<file path="src/hdl/mtimer_pkg.sv">
// ----------------------------------------------------------------------------
// mtimer_pkg
// Types and constants for the machine timer with software interrupt.
// ----------------------------------------------------------------------------
package mtimer_pkg;

    localparam int unsigned DATA_W   = 32;
    localparam int unsigned COUNT_W  = 64;
    localparam int unsigned FUNC_W   = 2;
    localparam int unsigned INDEX_W  = 3;

    localparam logic [DATA_W-1:0] WORD_ONES  = 32'hFFFF_FFFF;
    localparam int unsigned       RST_BIT    = 31;
    localparam int unsigned       SOFT_BIT   = 0;

    typedef enum logic [FUNC_W-1:0] {
        FUNC_TICK  = 2'd0,
        FUNC_READ  = 2'd1,
        FUNC_WRITE = 2'd2,
        FUNC_NOP   = 2'd3
    } func_t;

    typedef enum logic [INDEX_W-1:0] {
        REG_CNT_LO  = 3'd0,
        REG_CNT_HI  = 3'd1,
        REG_CMP_LO  = 3'd2,
        REG_CMP_HI  = 3'd3,
        REG_SOFTRST = 3'd4,
        REG_CTL     = 3'd5,
        REG_SOFTIRQ = 3'd6,
        REG_UNUSED  = 3'd7
    } reg_index_t;

    typedef struct packed {
        logic [DATA_W-1:0] read_data;
        logic              timer_int;
        logic              sw_int;
    } result_t;

endpackage

</file>
<file path="src/hdl/machine_timer_with_soft_interrupt.sv">
// ----------------------------------------------------------------------------
// machine_timer_with_soft_interrupt
// 64-bit machine timer with compare and software interrupt behind seven
// 32-bit registers, driven by a stream of tick, read and write words.
// ----------------------------------------------------------------------------
//  Channel  | Ports                                   | Direction
//  ---------+-----------------------------------------+----------
//  input    | s_valid s_ready s_func s_reg_index      | in
//           | s_write_data                            |
//  result   | m_valid m_ready m_read_data m_timer_int | out
//           | m_sw_int                                |
//
// One word is taken per cycle while s_ready is high; its result is registered
// in the output register. The counter increment and the 64-bit compare form
// the longest path. A skid register holds a second result while the output is
// stalled, so s_ready drops only when both are full. Reset (aresetn low) sets
// compare to all ones, clears the rest and empties both result registers.
// ----------------------------------------------------------------------------
module machine_timer_with_soft_interrupt (
    input  logic                                aclk,
    input  logic                                aresetn,
    input  logic                                s_valid,
    output logic                                s_ready,
    input  logic [mtimer_pkg::FUNC_W-1:0]       s_func,
    input  logic [mtimer_pkg::INDEX_W-1:0]      s_reg_index,
    input  logic [mtimer_pkg::DATA_W-1:0]       s_write_data,
    output logic                                m_valid,
    input  logic                                m_ready,
    output logic [mtimer_pkg::DATA_W-1:0]       m_read_data,
    output logic                                m_timer_int,
    output logic                                m_sw_int
);

    logic [mtimer_pkg::COUNT_W-1:0] time_count_reg, time_count_next;
    logic [mtimer_pkg::COUNT_W-1:0] compare_reg, compare_next;
    logic [mtimer_pkg::DATA_W-1:0]  control_reg, control_next;
    logic [mtimer_pkg::DATA_W-1:0]  soft_reg, soft_next;

    mtimer_pkg::result_t out_reg, skid_reg, result_next;
    logic                out_valid_reg, skid_valid_reg;

    logic accept_in;
    logic take_out;
    mtimer_pkg::func_t      func;
    mtimer_pkg::reg_index_t index;

    assign func      = mtimer_pkg::func_t'(s_func);
    assign index     = mtimer_pkg::reg_index_t'(s_reg_index);
    assign s_ready   = !skid_valid_reg;
    assign accept_in = s_valid && s_ready;
    assign take_out  = out_valid_reg && m_ready;

    // Next timer state and the result word for the incoming item.
    always_comb begin
        time_count_next = time_count_reg;
        compare_next    = compare_reg;
        control_next    = control_reg;
        soft_next       = soft_reg;
        result_next.read_data = '0;
        unique case (func)
            mtimer_pkg::FUNC_TICK: begin
                time_count_next = time_count_reg + 64'd1;
            end
            mtimer_pkg::FUNC_READ: begin
                unique case (index)
                    mtimer_pkg::REG_CNT_LO:  result_next.read_data = time_count_reg[31:0];
                    mtimer_pkg::REG_CNT_HI:  result_next.read_data = time_count_reg[63:32];
                    mtimer_pkg::REG_CMP_LO:  result_next.read_data = compare_reg[31:0];
                    mtimer_pkg::REG_CMP_HI:  result_next.read_data = compare_reg[63:32];
                    mtimer_pkg::REG_CTL:     result_next.read_data = control_reg;
                    mtimer_pkg::REG_SOFTIRQ: result_next.read_data = soft_reg;
                    default:                 result_next.read_data = '0;
                endcase
            end
            mtimer_pkg::FUNC_WRITE: begin
                unique case (index)
                    mtimer_pkg::REG_CNT_LO: time_count_next[31:0]  = s_write_data;
                    mtimer_pkg::REG_CNT_HI: time_count_next[63:32] = s_write_data;
                    mtimer_pkg::REG_CMP_LO: begin
                        compare_next = {mtimer_pkg::WORD_ONES, s_write_data};
                    end
                    mtimer_pkg::REG_CMP_HI: compare_next[63:32] = s_write_data;
                    mtimer_pkg::REG_SOFTRST: begin
                        if (s_write_data[mtimer_pkg::RST_BIT]) begin
                            time_count_next = '0;
                            compare_next    = '1;
                            control_next    = '0;
                            soft_next       = '0;
                        end
                    end
                    mtimer_pkg::REG_CTL:     control_next = s_write_data;
                    mtimer_pkg::REG_SOFTIRQ: soft_next    = s_write_data;
                    default: ;
                endcase
            end
            default: ;
        endcase
        // Interrupt levels are reported as they stand after this item.
        result_next.timer_int = (time_count_next >= compare_next);
        result_next.sw_int    = soft_next[mtimer_pkg::SOFT_BIT];
    end

    always_ff @(posedge aclk) begin
        if (!aresetn) begin
            time_count_reg <= '0;
            compare_reg    <= '1;
            control_reg    <= '0;
            soft_reg       <= '0;
        end else if (accept_in) begin
            time_count_reg <= time_count_next;
            compare_reg    <= compare_next;
            control_reg    <= control_next;
            soft_reg       <= soft_next;
        end
    end

    // Output register with a skid stage behind it.
    always_ff @(posedge aclk) begin
        if (!aresetn) begin
            out_valid_reg  <= 1'b0;
            skid_valid_reg <= 1'b0;
        end else begin
            if (!out_valid_reg || take_out) begin
                if (skid_valid_reg) begin
                    out_valid_reg  <= 1'b1;
                    skid_valid_reg <= 1'b0;
                end else begin
                    out_valid_reg <= accept_in;
                end
            end else if (accept_in) begin
                skid_valid_reg <= 1'b1;
            end
        end
    end

    always_ff @(posedge aclk) begin
        if (!out_valid_reg || take_out) begin
            if (skid_valid_reg) begin
                out_reg <= skid_reg;
            end else if (accept_in) begin
                out_reg <= result_next;
            end
        end else if (accept_in) begin
            skid_reg <= result_next;
        end
    end

    assign m_valid     = out_valid_reg;
    assign m_read_data = out_reg.read_data;
    assign m_timer_int = out_reg.timer_int;
    assign m_sw_int    = out_reg.sw_int;

    // A result never sits in the skid stage while the output register is empty.
    assert property (@(posedge aclk) disable iff (!aresetn)
        skid_valid_reg |-> out_valid_reg)
        else $error("skid register full while output register empty");

    // A tick advances the counter by exactly one.
    assert property (@(posedge aclk) disable iff (!aresetn)
        (accept_in && func == mtimer_pkg::FUNC_TICK)
        |=> time_count_reg == $past(time_count_reg) + 64'd1)
        else $error("tick did not advance the counter by one");

    // A compare-low write forces the upper compare half to all ones.
    assert property (@(posedge aclk) disable iff (!aresetn)
        (accept_in && func == mtimer_pkg::FUNC_WRITE && index == mtimer_pkg::REG_CMP_LO)
        |=> compare_reg[63:32] == mtimer_pkg::WORD_ONES)
        else $error("compare-low write left upper compare half changed");

    // A soft-reset write with the reset bit restores the reset state.
    assert property (@(posedge aclk) disable iff (!aresetn)
        (accept_in && func == mtimer_pkg::FUNC_WRITE && index == mtimer_pkg::REG_SOFTRST
            && s_write_data[mtimer_pkg::RST_BIT])
        |=> (time_count_reg == '0 && compare_reg == '1 && control_reg == '0
            && soft_reg == '0))
        else $error("soft reset did not restore the reset state");

    // Input stalls only once a stalled result has been parked in the skid stage.
    assert property (@(posedge aclk) disable iff (!aresetn)
        $fell(s_ready) |-> $past(out_valid_reg && !m_ready && accept_in))
        else $error("input stalled without a parked result");

endmodule

</file>
<file path="config.mk">
export PLATFORM = sky130hd
export DESIGN_NAME = machine_timer_with_soft_interrupt
export DESIGN_NICKNAME = d
export VERILOG_FILES = /design/src/hdl/mtimer_pkg.sv /design/src/hdl/machine_timer_with_soft_interrupt.sv
export SDC_FILE = /design/constraint.sdc
export NUM_CORES = 1
export LEC_CHECK = 0
export BUFFER_PORTS_ARGS = -buffer_cell sky130_fd_sc_hd__buf_2
export CAP_MARGIN = 25
export CORE_UTILIZATION = 30
export CTS_BUF_LIST = sky130_fd_sc_hd__clkbuf_8 sky130_fd_sc_hd__clkbuf_16
export DETAILED_ROUTE_END_ITERATION = 8
export PLACE_DENSITY_LB_ADDON = 0.08
export SKIP_CTS_REPAIR_TIMING = 1
export SLEW_MARGIN = 20
export SYNTH_ARGS = -nofsm -noshare
export SYNTH_HDL_FRONTEND = slang
export SYNTH_SLANG_ARGS = --single-unit
</file>
<file path="constraint.sdc">
create_clock -name aclk -period 4.74 [get_ports aclk]
set_input_delay 0.948 -clock aclk [delete_from_list [all_inputs] [get_ports aclk]]
set_output_delay 0.948 -clock aclk [all_outputs]
set_load 0.02 [all_outputs]
</file>
==> results <==
- The detail-routed via count per cell is 6.010.
- The congestion estimate from routability-driven global placement came to 0.9342.
- The first global-routing pass estimated 118.3 mm of wire.
- For this run, the top clock speed supported by timing is 223.8 MHz.
- The count of boundary I/O pins is 77.
- The number of antenna violations at the first check in global routing was 3.
- Clock-pin slew was measured on the worst setup and hold paths at 60 ps.
- The worst path needs 4468 ps of the cycle, external delays included.
- Buffers placed on the I/O ports in this run total 76.
- In this run, synthesis inferred 68 flip-flops with an integrated enable.
- VDD sags by at most 0.2348 mV.
- At the pin with the least slew margin, the transition time is 1030 ps.
- The detail route stage leaves a number of antenna-violating nets equal to 0.
- The number of vias after detailed routing is 17690.
- Entering global routing, the biggest net connects 65 pins.
- The initial cell density of the core is 0.3062.
- The layout cell share with drive strength beyond 1 is 0.1736.
- The critical path data required time is 5030 ps.
- Before CTS, the worst setup slack after placement is -27.74 ps.
- The region available for standard cell placement spans 0.05552 sq mm.
- The average instance in the mapped netlist occupies 8.001 sq um.
- The power consumption is 6.506 mW.
- The buffer levels on the longest clock path is 3.
- The number of DRC violations after detailed-routing iteration 0 is 1864.
- In this run the number of cells on the critical path is 14.
- Setup repair after global routing left no endpoint under its margin.
- The number of instances in the synthesized netlist is 2125.
- The routed design has 83.19 mm of wire.
- The TritonCTS clock tree is done.
- The total global-route track usage is 0.2850.
- The share of total power dissipated in sequential elements is 0.382.
- The cell sitting at the root of the clock tree is a sky130_fd_sc_hd__clkbuf_16.
- The flow ran to the end, and the final reports show no timing, DRC or antenna violations.
- The layout has 5838 filler cells.
- Synthesis produced a netlist with a net count of 2231.
- The final hold violation count is 0.
- The floorplan step defined a die boundary enclosing 0.05763 sq mm.
- The count of endpoints failing setup in the final report is 0.
- The detailed-router iteration count before antenna repair is 6.
- The async set or reset register ratio after synthesis is 0.
- In the routed design, unresolved DRC markers number 0.
- The relative max-transition margin is 0.3136.
- Of the total power, the clock network draws 0.460.
- The sequential-to-total area share from yosys stat is 0.3485.
- The layout-stage area growth over the synthesis result is 18.02%.
- The maximum fanout along the worst path is 8.
- The number of slew-limit violations in the final report came to 0.
- The worst min-delay path category is reg -> reg.
- The register area is 0.005927 sq mm.
- After layout, the worst setup slack is 272.2 ps.
- The via count of the first global-routing pass is 16370.
- The number of antenna diodes in the final layout is 0.
- The signal on the critical path passes through and3_1, and3_1, buf_4, nand4_2, o41ai_2, a21oi_1, a211oi_1, ha_1, nand4_1, nor2_1, a221o_1, a211o_1, nor2_1, a31oi_1.
- The maximum cell stage delay along the critical path is 610 ps.
- The worst path buffer plus inverter count is 1.
- In the final design database the tool counted 2275 nets.
- The placed cell count is 2880.
- Internal power comes to 4.571 mW.
- The footprint of the multi-input gates is 0.01023 sq mm.
- The element type at the critical path end is a register.
- For this run the aggregate overflow at the end of global routing stands at 0.
- The worst-case clock skew is 13.39 ps.
- In the final routed layout, each cell accounts on average for 28.27 um.
- Of the available clock period, the critical path in the final layout requires 0.9426.
- The depth of the most critical reg-to-reg path is 14.
- The number of H-tree levels is 2.
- The critical path's top delay family is compound AO/OA/AOI/OAI gates.
- The post-synthesis instance area is 0.01700 sq mm.
- The clock latency reported for the late side of the worst-skew pair is 550 ps.
- Along the worst hold path, the cell count comes to 2.
- The number of max-cap violations is 0.
- Power spread over the standard cell area amounts to 324.2 mW/mm^2.
- The most used flip-flop cell after synthesis is sky130_fd_sc_hd__dfxtp_1.
- The worst hold slack is 453.2 ps.
- For this run, the number of Yosys warnings is 0.
- For this design the static power due to leakage is 7.544 nW.
- The share of total power dissipated in combinational logic is 0.158.
- The post-DP HPWL is 61.56 mm.
- The die span in x is 240.1 um.
- The count of cells in the finished layout, fillers not included, comes to 2943.
- Data arrives at the worst endpoint at 4760 ps.
- The die height is 240.1 um.
- The critical-path cell with the highest stage delay is sky130_fd_sc_hd__dfxtp_1.
- For this design the total switching power over the nets is 1.935 mW.
- The row count is 86.
- The share of total power consumed by net switching is 0.2974.
- The type of the worst setup path is reg -> reg.
- The count of unique library cells instantiated by Yosys is 91.
- The register bit count reported by yosys is 262.
- The tree built by TritonCTS fans out to 262 sinks.
- STA classifies the critical path startpoint as a register.
- In this run, CTS created clock tree buffers numbering 34.
-- area by class of cell --
class | instances | share of cell area
repair buffers | 226 | 0.08256
clock buffers | 36 | 0.04433
multi-input cells | 1633 | 0.5100
inverters | 12 | 0.002307
clock inverters | 26 | 0.01877
flip-flops and latches | 262 | 0.2954
well taps | 748 | 0.04664
-- cell usage in the layout (no fill, tap or decap), types with 20 or more instances in the layout --
master / netlist / routed
sky130_fd_sc_hd__buf_4: 4 / 141
sky130_fd_sc_hd__dfxtp_1: 194 / 193
sky130_fd_sc_hd__o21ai_0: 86 / 84
sky130_fd_sc_hd__o31ai_1: 32 / 32
sky130_fd_sc_hd__a21oi_1: 223 / 223
sky130_fd_sc_hd__nor4_1: 20 / 20
sky130_fd_sc_hd__o22ai_1: 82 / 82
sky130_fd_sc_hd__ha_1: 65 / 65
sky130_fd_sc_hd__nor2_1: 200 / 197
sky130_fd_sc_hd__nand2b_1: 32 / 32
sky130_fd_sc_hd__o211ai_1: 45 / 45
sky130_fd_sc_hd__and3_1: 22 / 22
sky130_fd_sc_hd__mux2_2: 32 / 32
sky130_fd_sc_hd__mux2i_1: 27 / 27
sky130_fd_sc_hd__buf_2: 44 / 74
sky130_fd_sc_hd__nand3_1: 75 / 75
sky130_fd_sc_hd__edfxtp_1: 68 / 68
sky130_fd_sc_hd__clkbuf_16: 0 / 35
sky130_fd_sc_hd__nor3_1: 36 / 34
sky130_fd_sc_hd__a221oi_1: 23 / 23
sky130_fd_sc_hd__a22oi_1: 77 / 77
sky130_fd_sc_hd__nand2_1: 269 / 267
sky130_fd_sc_hd__nand4_1: 36 / 36
-- cells by family (layout without fill, tap and decap cells) --
logic type	Yosys count	in the layout	share of synthesized area
compound gates	722	722	0.2805
xor+xnor	14	14	0.007212
fa+ha+maj	65	65	0.04784
buf+inv	230	300	0.05498
flops	262	262	0.3485
mux	62	62	0.04040
simple gates	770	770	0.2206
-- power groups by stage --
stage                     combinational [mW]  sequential [mW]  clock [mW]
after detailed placement                1.00             2.53           0
after floorplan                        0.568             2.50           0
after global placement                  1.00             2.53           0
after global routing                    1.10             2.49        3.13
after CTS                               1.01             2.48        3.04
final                                   1.03             2.48        3.00
-- Yosys cell counts, drive strengths merged, types with 42 or more instances --
cell | count | area share
dfxtp | 194 | 0.23
nand2 | 270 | 0.060
o21ai | 89 | 0.026
nor3 | 42 | 0.014
o211ai | 45 | 0.020
buf | 62 | 0.018
edfxtp | 68 | 0.12
a22oi | 77 | 0.034
a21oi | 223 | 0.066
nor2 | 200 | 0.044
ha | 65 | 0.048
nand3 | 77 | 0.023
clkbuf | 156 | 0.035
o22ai | 82 | 0.030
-- metal layers --
layer | global-route usage | part of all wire | vias up
met2 | 0.4207 | 0.43 | 849
met4 | 0.08608 | 0.027 | 4
li1 | - | - | 8029
met3 | 0.06785 | 0.094 | 126
met5 | 0 | 0.00031 | -
met1 | 0.4058 | 0.45 | 8679
-- worst reg2reg max path: stages (launching register included) --
cell,delay (ps)
sky130_fd_sc_hd__dfxtp_1,610
sky130_fd_sc_hd__and3_1,320
sky130_fd_sc_hd__and3_1,340
sky130_fd_sc_hd__buf_4,210
sky130_fd_sc_hd__nand4_2,130
sky130_fd_sc_hd__o41ai_2,480
sky130_fd_sc_hd__a21oi_1,130
sky130_fd_sc_hd__a211oi_1,550
sky130_fd_sc_hd__ha_1,350
sky130_fd_sc_hd__nand4_1,150
sky130_fd_sc_hd__nor2_1,70
sky130_fd_sc_hd__a221o_1,320
sky130_fd_sc_hd__a211o_1,300
sky130_fd_sc_hd__nor2_1,150
sky130_fd_sc_hd__a31oi_1,100
-- through the flow --
stage | util | instance area (sq um) | setup TNS (ps)
2_1_floorplan | - | 17000 | 0
3_3_place_gp | 0.3380 | 18770 | -33.81
3_5_place_dp | 0.3381 | 18770 | -36.57
4_1_cts | 0.3609 | 20040 | 0
5_1_grt | 0.3614 | 20070 | 0
6_report | 0.3614 | 20070 | 0
-- path summary, 6_finish.rpt --
check	startpoint	end	slack (ps)
worst max-delay path	time_count_reg[14]	m_timer_int	270
worst min register to register	soft_reg[4]	soft_reg[4]	450
worst max register to register	time_count_reg[14]	m_timer_int	270
worst min-delay path	soft_reg[4]	soft_reg[4]	450
(Power assumes the default switching activity.)
